==> src/hw/rtl/catmull_rom_segment_sampler_core_defines.svh <==
// Assertion macros shared by the sampler RTL; the asserting module must have clk and rst_n.
`ifndef CATMULL_ROM_SEGMENT_SAMPLER_CORE_DEFINES_SVH
`define CATMULL_ROM_SEGMENT_SAMPLER_CORE_DEFINES_SVH

// Consequent must hold in the same cycle as the antecedent.
`define CRSS_ASSERT_NOW(lbl, ante, cons) \
    lbl: assert property (@(posedge clk) disable iff (!rst_n) (ante) |-> (cons)) \
        else $error("crss: same-cycle check failed");

// Consequent must hold in the cycle after the antecedent.
`define CRSS_ASSERT_NEXT(lbl, ante, cons) \
    lbl: assert property (@(posedge clk) disable iff (!rst_n) (ante) |=> (cons)) \
        else $error("crss: next-cycle check failed");

`endif

==> src/hw/rtl/crss_pkg.sv <==
// Shared types, constants, tables and arithmetic helpers of the segment sampler.
`default_nettype none

package crss_pkg;

    // Samples per segment and width of the sample index
    localparam int SAMPLES   = 30;
    localparam int SAMPLES_W = (SAMPLES > 1) ? $clog2(SAMPLES) : 1;

    // Horner pipeline depth (three multiply stages, three round/add stages)
    localparam int HORNER_DEPTH = 6;

    // Configuration port
    localparam int APB_ADDR_W = 3;
    localparam int APB_DATA_W = 32;
    localparam int REG_IDX_W  = 1;
    localparam logic [REG_IDX_W-1:0] REG_TENSION = 1'b0;
    localparam logic [15:0] TENSION_RESET = 16'd2048;

    // Data types
    typedef logic signed [31:0] sample_t;   // Q16.16 coordinate
    typedef logic signed [35:0] dot_t;      // basis row dot product
    typedef logic signed [52:0] cprod_t;    // dot product times tension
    typedef logic signed [40:0] coef_t;     // cubic coefficient, Q16.16
    typedef logic signed [57:0] hprod_t;    // Horner accumulator times t
    typedef logic [15:0]        tq_t;       // t in Q0.16
    typedef logic [15:0]        tension_t;  // Q4.12

    typedef sample_t quad_t [4];
    typedef logic signed [3:0] basis_t [4][4];
    typedef tq_t tq_table_t [SAMPLES];

    // Catmull-Rom basis, unscaled
    localparam basis_t BASIS = '{
        '{-4'sd1,  4'sd3, -4'sd3,  4'sd1},
        '{ 4'sd2, -4'sd5,  4'sd4, -4'sd1},
        '{-4'sd1,  4'sd0,  4'sd1,  4'sd0},
        '{ 4'sd0,  4'sd2,  4'sd0,  4'sd0}
    };

    // t = round(j / SAMPLES) in Q0.16, built at elaboration
    function automatic tq_table_t build_tq_table();
        tq_table_t t;
        for (int j = 0; j < SAMPLES; j++) begin
            t[j] = tq_t'((j * 65536 + SAMPLES / 2) / SAMPLES);
        end
        return t;
    endfunction

    localparam tq_table_t TQ_TABLE = build_tq_table();

    // Controller to datapath commands
    typedef struct packed {
        logic                 load_dot;
        logic                 load_prod;
        logic                 load_coef;
        logic                 issue;
        logic                 first;
        logic                 last;
        logic [SAMPLES_W-1:0] idx;
    } ctrl_cmd_t;

    // Datapath to controller status
    typedef struct packed {
        logic adv;
    } dp_status_t;

    // Dot product of one basis row with four coordinates (small constant weights)
    function automatic dot_t dot_row(input logic [1:0] k, input quad_t p);
        dot_t acc;
        acc = '0;
        for (int i = 0; i < 4; i++) begin
            acc = acc + dot_t'(BASIS[k][i]) * dot_t'(p[i]);
        end
        return acc;
    endfunction

    // Round half up of p / 2^12
    function automatic coef_t rnd12(input cprod_t p);
        cprod_t tmp;
        tmp = p + cprod_t'(2048);
        return coef_t'(tmp >>> 12);
    endfunction

    // Round half up of m / 2^16
    function automatic coef_t rnd16(input hprod_t m);
        hprod_t tmp;
        tmp = m + hprod_t'(32768);
        return coef_t'(tmp >>> 16);
    endfunction

    // Clamp to the signed 32-bit range
    function automatic sample_t sat32(input coef_t v);
        sample_t r;
        if (v[40:31] == '0 || v[40:31] == '1) begin
            r = v[31:0];
        end else if (v[40]) begin
            r = 32'sh8000_0000;
        end else begin
            r = 32'sh7fff_ffff;
        end
        return r;
    endfunction

endpackage

`default_nettype wire

==> src/hw/rtl/crss_ctrl.sv <==
// Sequencer: accepts a segment, steps coefficient setup, then issues the samples.
`default_nettype none

module crss_ctrl (
    input  wire logic                 clk,
    input  wire logic                 rst_n,
    input  wire logic                 in_valid,
    output logic                      in_stall,
    input  wire crss_pkg::dp_status_t status,
    output crss_pkg::ctrl_cmd_t       cmd
);
    import crss_pkg::*;

    `include "catmull_rom_segment_sampler_core_defines.svh"

    typedef enum logic [1:0] {
        ST_IDLE,
        ST_MUL,
        ST_RND,
        ST_ISSUE
    } state_t;

    localparam logic [SAMPLES_W-1:0] J_LAST = SAMPLES_W'(SAMPLES - 1);

    state_t               state_reg, state_next;
    logic                 stall_reg, stall_next;
    logic [SAMPLES_W-1:0] j_reg, j_next;

    // Next state
    always_comb
    begin
        state_next = state_reg;
        stall_next = stall_reg;
        j_next     = j_reg;
        unique case (state_reg)
            ST_IDLE:
            begin
                if (in_valid)
                begin
                    state_next = ST_MUL;
                    stall_next = 1'b1;
                end
            end
            ST_MUL:
            begin
                state_next = ST_RND;
            end
            ST_RND:
            begin
                state_next = ST_ISSUE;
                j_next     = '0;
            end
            ST_ISSUE:
            begin
                if (status.adv)
                begin
                    if (j_reg == J_LAST)
                    begin
                        state_next = ST_IDLE;
                        stall_next = 1'b0;
                    end
                    else
                    begin
                        j_next = j_reg + 1'b1;
                    end
                end
            end
            default:
            begin
                state_next = ST_IDLE;
                stall_next = 1'b0;
            end
        endcase
    end

    // State and registered outputs
    always_ff @(posedge clk or negedge rst_n)
    begin
        if (!rst_n)
        begin
            state_reg <= ST_IDLE;
            stall_reg <= 1'b0;
            j_reg     <= '0;
        end
        else
        begin
            state_reg <= state_next;
            stall_reg <= stall_next;
            j_reg     <= j_next;
        end
    end

    assign in_stall = stall_reg;

    // Datapath commands
    always_comb
    begin
        cmd.load_dot  = (state_reg == ST_IDLE) && in_valid;
        cmd.load_prod = (state_reg == ST_MUL);
        cmd.load_coef = (state_reg == ST_RND);
        cmd.issue     = (state_reg == ST_ISSUE) && status.adv;
        cmd.first     = (j_reg == '0);
        cmd.last      = (j_reg == J_LAST);
        cmd.idx       = j_reg;
    end

    // Checks
    `CRSS_ASSERT_NEXT(a_accept_then_busy, in_valid && !stall_reg, stall_reg)
    `CRSS_ASSERT_NEXT(a_final_issue_frees, cmd.issue && cmd.last, !stall_reg)
    `CRSS_ASSERT_NOW(a_index_in_range, state_reg == ST_ISSUE, j_reg <= J_LAST)

endmodule

`default_nettype wire

==> config.mk <==
export PLATFORM = sky130hd
export DESIGN_NAME = crss_ctrl
export DESIGN_NICKNAME = d
export VERILOG_FILES = /design/src/hw/rtl/crss_pkg.sv /design/src/hw/rtl/crss_ctrl.sv
export VERILOG_INCLUDE_DIRS = /design/src /design/src/hw/rtl
export SDC_FILE = /design/constraint.sdc
export NUM_CORES = 1
export LEC_CHECK = 0
export ABC_AREA = 1
export BUFFER_PORTS_ARGS = -buffer_cell sky130_fd_sc_hd__buf_2
export CORE_MARGIN = 1.5
export CORE_UTILIZATION = 30
export CTS_CLUSTER_DIAMETER = 150
export CTS_CLUSTER_SIZE = 12
export DETAILED_ROUTE_END_ITERATION = 16
export RECOVER_POWER = 50
export SLEW_MARGIN = 0
export SYNTH_ARGS = -nofsm -noshare
export SYNTH_HDL_FRONTEND = slang
export SYNTH_SLANG_ARGS = --single-unit
==> constraint.sdc <==
create_clock -name clk -period 2.7 [get_ports clk]
set_input_delay 0.135 -clock clk [delete_from_list [all_inputs] [get_ports clk]]
set_output_delay 0.135 -clock clk [all_outputs]
set_load 0.05 [all_outputs]
==> run metrics, run 1 <==
die height between 40 and 50 um; DR WL/cell between 9 and 10 um; largest family of logic cells by synthesized area simple AND/OR/NAND/NOR gates; crit-path max cell delay about 0.44 ns; XOR/XNOR Fraction of Synth Area 0%; final net count about 110; post-synthesis sequential area ratio 32.3%; WHS roughly 0.30 ns; P per Cell Area roughly 1100 mW/mm^2; post-detail-place hpwl roughly 950 um; fin util ~38%; CTS tree yes; status complete, no violations; Power Total approximately 0.84 mW; initial antenna violation count 0; unrepaired setup endpoints after global routing no; CP Data Arrival Time around 1.5 ns; Sink Count 8; part of the power in registers between 20% and 30%; Die W between 40 and 50 um; relative slew slack roughly three fifths; crit-path cells inv_1 -> ha_1 -> nand2_1 -> nor2_8 -> buf_2; Synth top area share 32.3%; Post-CTS Resized 0; switching share of power a little under three fifths; residual DRC count 0; largest net degree at the start of global routing 10; CP Launch Type register; ant diodes 0; Tightest Hold Check Type input port to register; simple-gate share of the synthesized area about two fifths; post-route ant nets 0; Initial Utilization between 30% and 40%; CTS max path bufs 2; Final Hold Fails 0; routed wire length 1.19 mm; worst-path maximum fanout 6; ranking of synthesized cells by area dfrtp_1 (32%), ha_1 (14%), nand2_1 (13%); Design Area, Final 742 sq um; Area after DPL roughly 700 sq um; post-synthesis compound-gate area fraction 1.61%; Mapped Area around 620 sq um; max reg flops 5; CP endpoint kind output port; post-layout min period about 1.6 ns; Initial DRC Count 4; Setup WS pre-CTS between 1 and 1.5 ns; first-pass GRT wire length 2.13 mm; Leakage Power roughly 0.42 nW; count of flip-flops with a built-in enable after synthesis 0; adder-cell share of the synthesized area between 10 and 15%; Max Freq 618 MHz; die area around 0.0024 sq mm; Logic pwr share between 60% and 70%; Post-Syn Nets approximately 90; fraction of layout instances using a drive strength above 1 between 20% and 30%; Setup WS post-layout around 1.1 ns; worst path required time 2.57 ns; drt pass-1 iters 4; CORE AREA around 0.0020 sq mm; Sw Pwr 0.482 mW; Synth cell types 18; #FFs+latches synth 8; # IOs 16; Congestion Overflow GR 0; H-tree lvl count 1; Avg Cell Area, Syn 7.66 sq um; Final Non-Filler Cells ~130; routability cong. between 0.7 and 0.8; final period utilization roughly three fifths; clk slew on worst S/H paths 0.05 ns; Clock Power Share between 10% and 20%; VDD IR-drop max 0.000342 V; Core Rows 16; Post-Place Cells 122; multiplexer share of the synthesized area 0%; CP Class register to output port; CP max-delay cell dfrtp_1; total vias in the final route ~540; Max Cap Violations 0; P_int approximately 0.36 mW; Cells after Synth 81; Num CTS Buffers 3; Total GRT Usage about an eighth; TNS Setup 0 ns; vias in the first global route 500; IO buf count 15; Worst-Skew Late Latency 0.25 ns; Synth async-reset ratio between 90% and 100%; Ys Warns 0; Synth Flop Type dfrtp_1; Area Overhead vs Synth 19.6%; skew final roughly 0.00063 ns; Slew Limit Fails 0; worst slew pin tran 0.592 ns; clock root buffer master clkbuf_4; Yosys top cell by area dfrtp_1; final setup violation count 0; Vias per Instance around 4.3
[cell type report]
type / count / area (sq um)
repair buffers: 16 / 76.3
multi-input cells: 58 / 352
fillers: 233 / 1220
clock buffers: 3 / 22.5
flip-flops and latches: 8 / 200
inverters: 14 / 57.6
well taps: 27 / 33.8
[worst paths after layout]
kind	startpoint	endpoint	slack [ns]	depth (start not counted)
worst max-delay path	j_reg[1]	cmd[5]	1.08	5
worst min-delay path	status	j_reg[0]	0.30	5
worst max register to register	j_reg[1]	j_reg[2]	1.31	8
worst min register to register	in_stall	in_stall	0.47	2
max in group asynchronous	rst_n	state_reg[1]	2.12	2
min in group asynchronous	rst_n	j_reg[3]	0.31	2
[worst max-delay path, delay by kind of cell, from the launching register on]
family | cells | cell delay, ns
buffers and inverters | 2 | 0.38
adders and majority gates | 1 | 0.14
and+or+nand+nor | 2 | 0.27
DFF | 1 | 0.44
[synth_stat cells, types with 2 or more instances]
master   number
inv_1        11
nand2_1      22
nand2_2       8
nand4_1       2
ha_1          7
inv_2         2
nand3_1      11
dfrtp_1       8
[placed cells by master, fill, tap and decap left out, types with 2 or more instances in the layout]
cell       n
ha_1       7
nand4_1    2
dfrtp_1    8
clkbuf_1   7
clkbuf_4   3
buf_2      8
inv_2      2
nand2_1   22
inv_1     11
nand3_1   11
nand2_2    8
[logic make-up (layout without fill, tap and decap cells)]
group,Yosys count,in the layout
AO/OA/AOI/OAI,2,2
buffers and inverters,15,33
adder cells (fa/ha/maj),7,7
AND/OR/NAND/NOR,49,49
flip-flops,8,8
[power groups by stage]
stage                     Clock [mW]  Combinational, mW  Sequential [mW]
after floorplan                    0              0.383            0.271
after global placement             0              0.551            0.202
after detailed placement           0              0.557            0.205
after CTS                     0.0946              0.560            0.203
after global routing           0.102              0.607            0.213
final                         0.0901              0.545            0.204
[metal layers]
layer	vias to the layer above	GRT usage, %	wire (um)
met1	239	14.9	585
met2	10	17.6	524
met3	5	3.09	38
li1	289	-	-
met5	-	0	0
met4	0	8.57	40
[what timing repair did]
item,CTS,global route
hold buffers,1,0
hold endpoints to repair,8,0
buffers inserted,0,0
No activity file was read; power rests on OpenSTA's default activity.
==> run 2, diff against run 1 <==
Clock period 2.7 ns to 1.36 ns, I/O delays scaled along.
==> run 2 against run 1 <==
Flip-flop and latch count is the same. Sequential share of layout area fell by 3.4 points. Via count increased by 4.6%. Utilization is 6.9 points higher. Clock-buffer cell count grew 1. Non-clock buffer count increased by 4. Clock skew increased by 0.0019 ns. Worst setup slack got worse by 1.1 ns. Cell count up 4.0%. Register-to-register slack worse by 1.2 ns. Sequential power up 99%. Combinational power increased to 2.5 times the previous value. Largest power group unchanged.
==> run metrics, run 2 (same netlist as run 1, synthesis figures left out) <==
status complete, no violations; Slew Limit Fails 0 (unchanged); Final Non-Filler Cells 131 (+4.0%); ant diodes 0 (unchanged); most frequent cells in the layout nand2_1 (20), nand3_1 (11), nand2_2 (9); FILL cells 217 (-6.9%); Area after DPL 747 sq um (+4.0%); post-detail-place hpwl 929 um (-2.4%); residual DRC count 0 (unchanged); final net count 116 (+3.6%); clk slew on worst S/H paths 0.06 ns (about the same); total vias in the final route 568 (+4.6%); Setup WS post-layout 0.00525 ns (-1.08 ns); VDD IR-drop max 0.00121 V (+250%); # IOs 16 (unchanged); crit-path max cell delay 0.44 ns (about the same); Initial DRC Count 10 (+6); CP Data Arrival Time 1.29 ns (-0.19 ns); die height 48.5 um (unchanged); Post-Place Cells 124 (+1.6%); Final Hold Fails 0 (unchanged); relative slew slack 60.4% (-0.26 points); Reg area 206 sq um (+3.1%); worst-path maximum fanout 4 (-2); max reg flops 5 (unchanged); crit-path cells inv_2 -> ha_4 -> nand2_2 -> nor3_2 -> buf_6; initial antenna violation count 0 (unchanged); CP max-delay cell dfrtp_2; CTS max path bufs 2 (unchanged); fraction of layout instances using a drive strength above 1 48.1% (+23 points); worst path bufs/invs 2 (unchanged); CTS tree yes; Initial Utilization 31.6% (unchanged); delay-heaviest family, CP flip-flops; die area 0.00235 sq mm (unchanged); Multi-input gate area 410 sq um (+17%); Area Overhead vs Synth 41.3%; Tightest Hold Check Type input port to register; Worst-Skew Late Latency 0.26 ns (about the same); Core Rows 16 (unchanged); clock root buffer master clkbuf_4; CP Class register to output port; final setup violation count 0 (unchanged); Design Area, Final 877 sq um (+18%); first-pass GRT wire length 2.13 mm (-0.33%); H-tree lvl count 1 (unchanged); post-route ant nets 0 (unchanged); CP endpoint kind output port; routability cong. 0.869 (+9.1%); Max Cap Violations 0 (unchanged); IO buf count 15 (unchanged); final period utilization approximately 100%; vias in the first global route 500 (unchanged); largest net degree at the start of global routing 10 (unchanged); CORE AREA 0.00196 sq mm (unchanged); skew final 0.00255 ns (+0.00192 ns); Total GRT Usage 11.3% (-0.53 points); Setup WS pre-CTS 0.0582 ns (-1.26 ns); Die W 48.5 um (unchanged); commonest non-fill, non-tap cell in the layout nand2_1; DR WL/cell 9.76 um (+3.5%); Max Freq between 700 and 800 MHz; post-layout min period around 1.4 ns; Power Total 1.99 mW (+140%); Num CTS Buffers 3 (unchanged); Vias per Instance 4.34 (+0.61%); Sink Count 8 (unchanged); Congestion Overflow GR 0 (unchanged); worst slew pin tran 0.596 ns (+0.00384 ns); drt pass-1 iters 3 (-1); unrepaired setup endpoints after global routing yes; routed wire length 1.28 mm (+7.6%); Leakage Power 0.481 nW (+13%); P per Cell Area 2270 mW/mm^2 (+100%); CP Launch Type register; worst path required time 1.29 ns (-1.28 ns)
## run 2: cell types whose count changed in the layout (fill, tap and decap cells not counted), moves of 2 or more
| cell | delta |
|---|---|
| buf_4 | +6 |
| dfrtp_1 | -5 |
| inv_2 | +2 |
| dfrtp_2 | +5 |
| nand2_1 | -2 |
| ha_1 | -4 |
| inv_1 | -3 |
| ha_4 | +3 |
| buf_6 | +2 |
| clkbuf_1 | -4 |
## run 2: worst register-to-register path: cells and delay by family (launching register included)
family,cells,cell delay [ns]
adder cells (fa/ha/maj),1,0.26
flip-flops,1,0.40
buffers and inverters,1,0.11
AND/OR/NAND/NOR,3,0.41
## run 2: layout make-up
type / instances / share of cell area (%)
well taps: 27 / 3.85
multi-input cells: 58 / 46.8
inverters: 14 / 6.85
repair buffers: 20 / 16.0
flip-flops and latches: 8 / 23.5
clock buffers: 4 / 3.00
## run 2: metrics by stage
step	util, %	hold WS (ns)	setup TNS, ns
finish	44.7	0.210	0
floorplan	-	-0.228	-1.13
CTS	41.2	0.183	0
detailed placement	38.1	-0.0799	0
global placement	38.1	-0.0744	0
global route	44.7	0.231	-0.226
## run 2: metal layers
metal  wire length (um)  GRT usage, %  part of all wire [%]  vias to the layer above
li1                   -             -                     -                      298
met1                616          14.6                    48                      253
met2                571          17.1                    45                       15
met3                 75          6.17                   5.9                        2
met4                 14          1.43                   1.1                        0
met5                  0             0                     0                        -
## run 2: final timing paths
check	slack, ns	cells past startpoint	startpoint	to
max in group asynchronous	0.77	2	rst_n	j_reg[0]
worst max-delay path	0.005	5	j_reg[0]	cmd[6]
worst max register to register	0.07	5	state_reg[0]	state_reg[0]
worst min-delay path	0.21	5	status	j_reg[4]
worst min register to register	0.47	2	in_stall	in_stall
min in group asynchronous	0.26	2	rst_n	j_reg[3]
## run 2: timing repair
action,in CTS,in global routing
hold buffers,1,0
endpoints found under the setup margin,4,11
resized for setup,6,17
cloned,0,0
pin swaps,2,6
setup buffers,1,1
endpoints found under the hold margin,8,0
## run 2: report_power, final
part	leakage (nW)	switching, mW	total [mW]	internal, mW
Combinational	0.369	0.896	1.38	0.485
Clock	0.0150	0.0902	0.203	0.113
Sequential	0.0964	0.0838	0.406	0.322
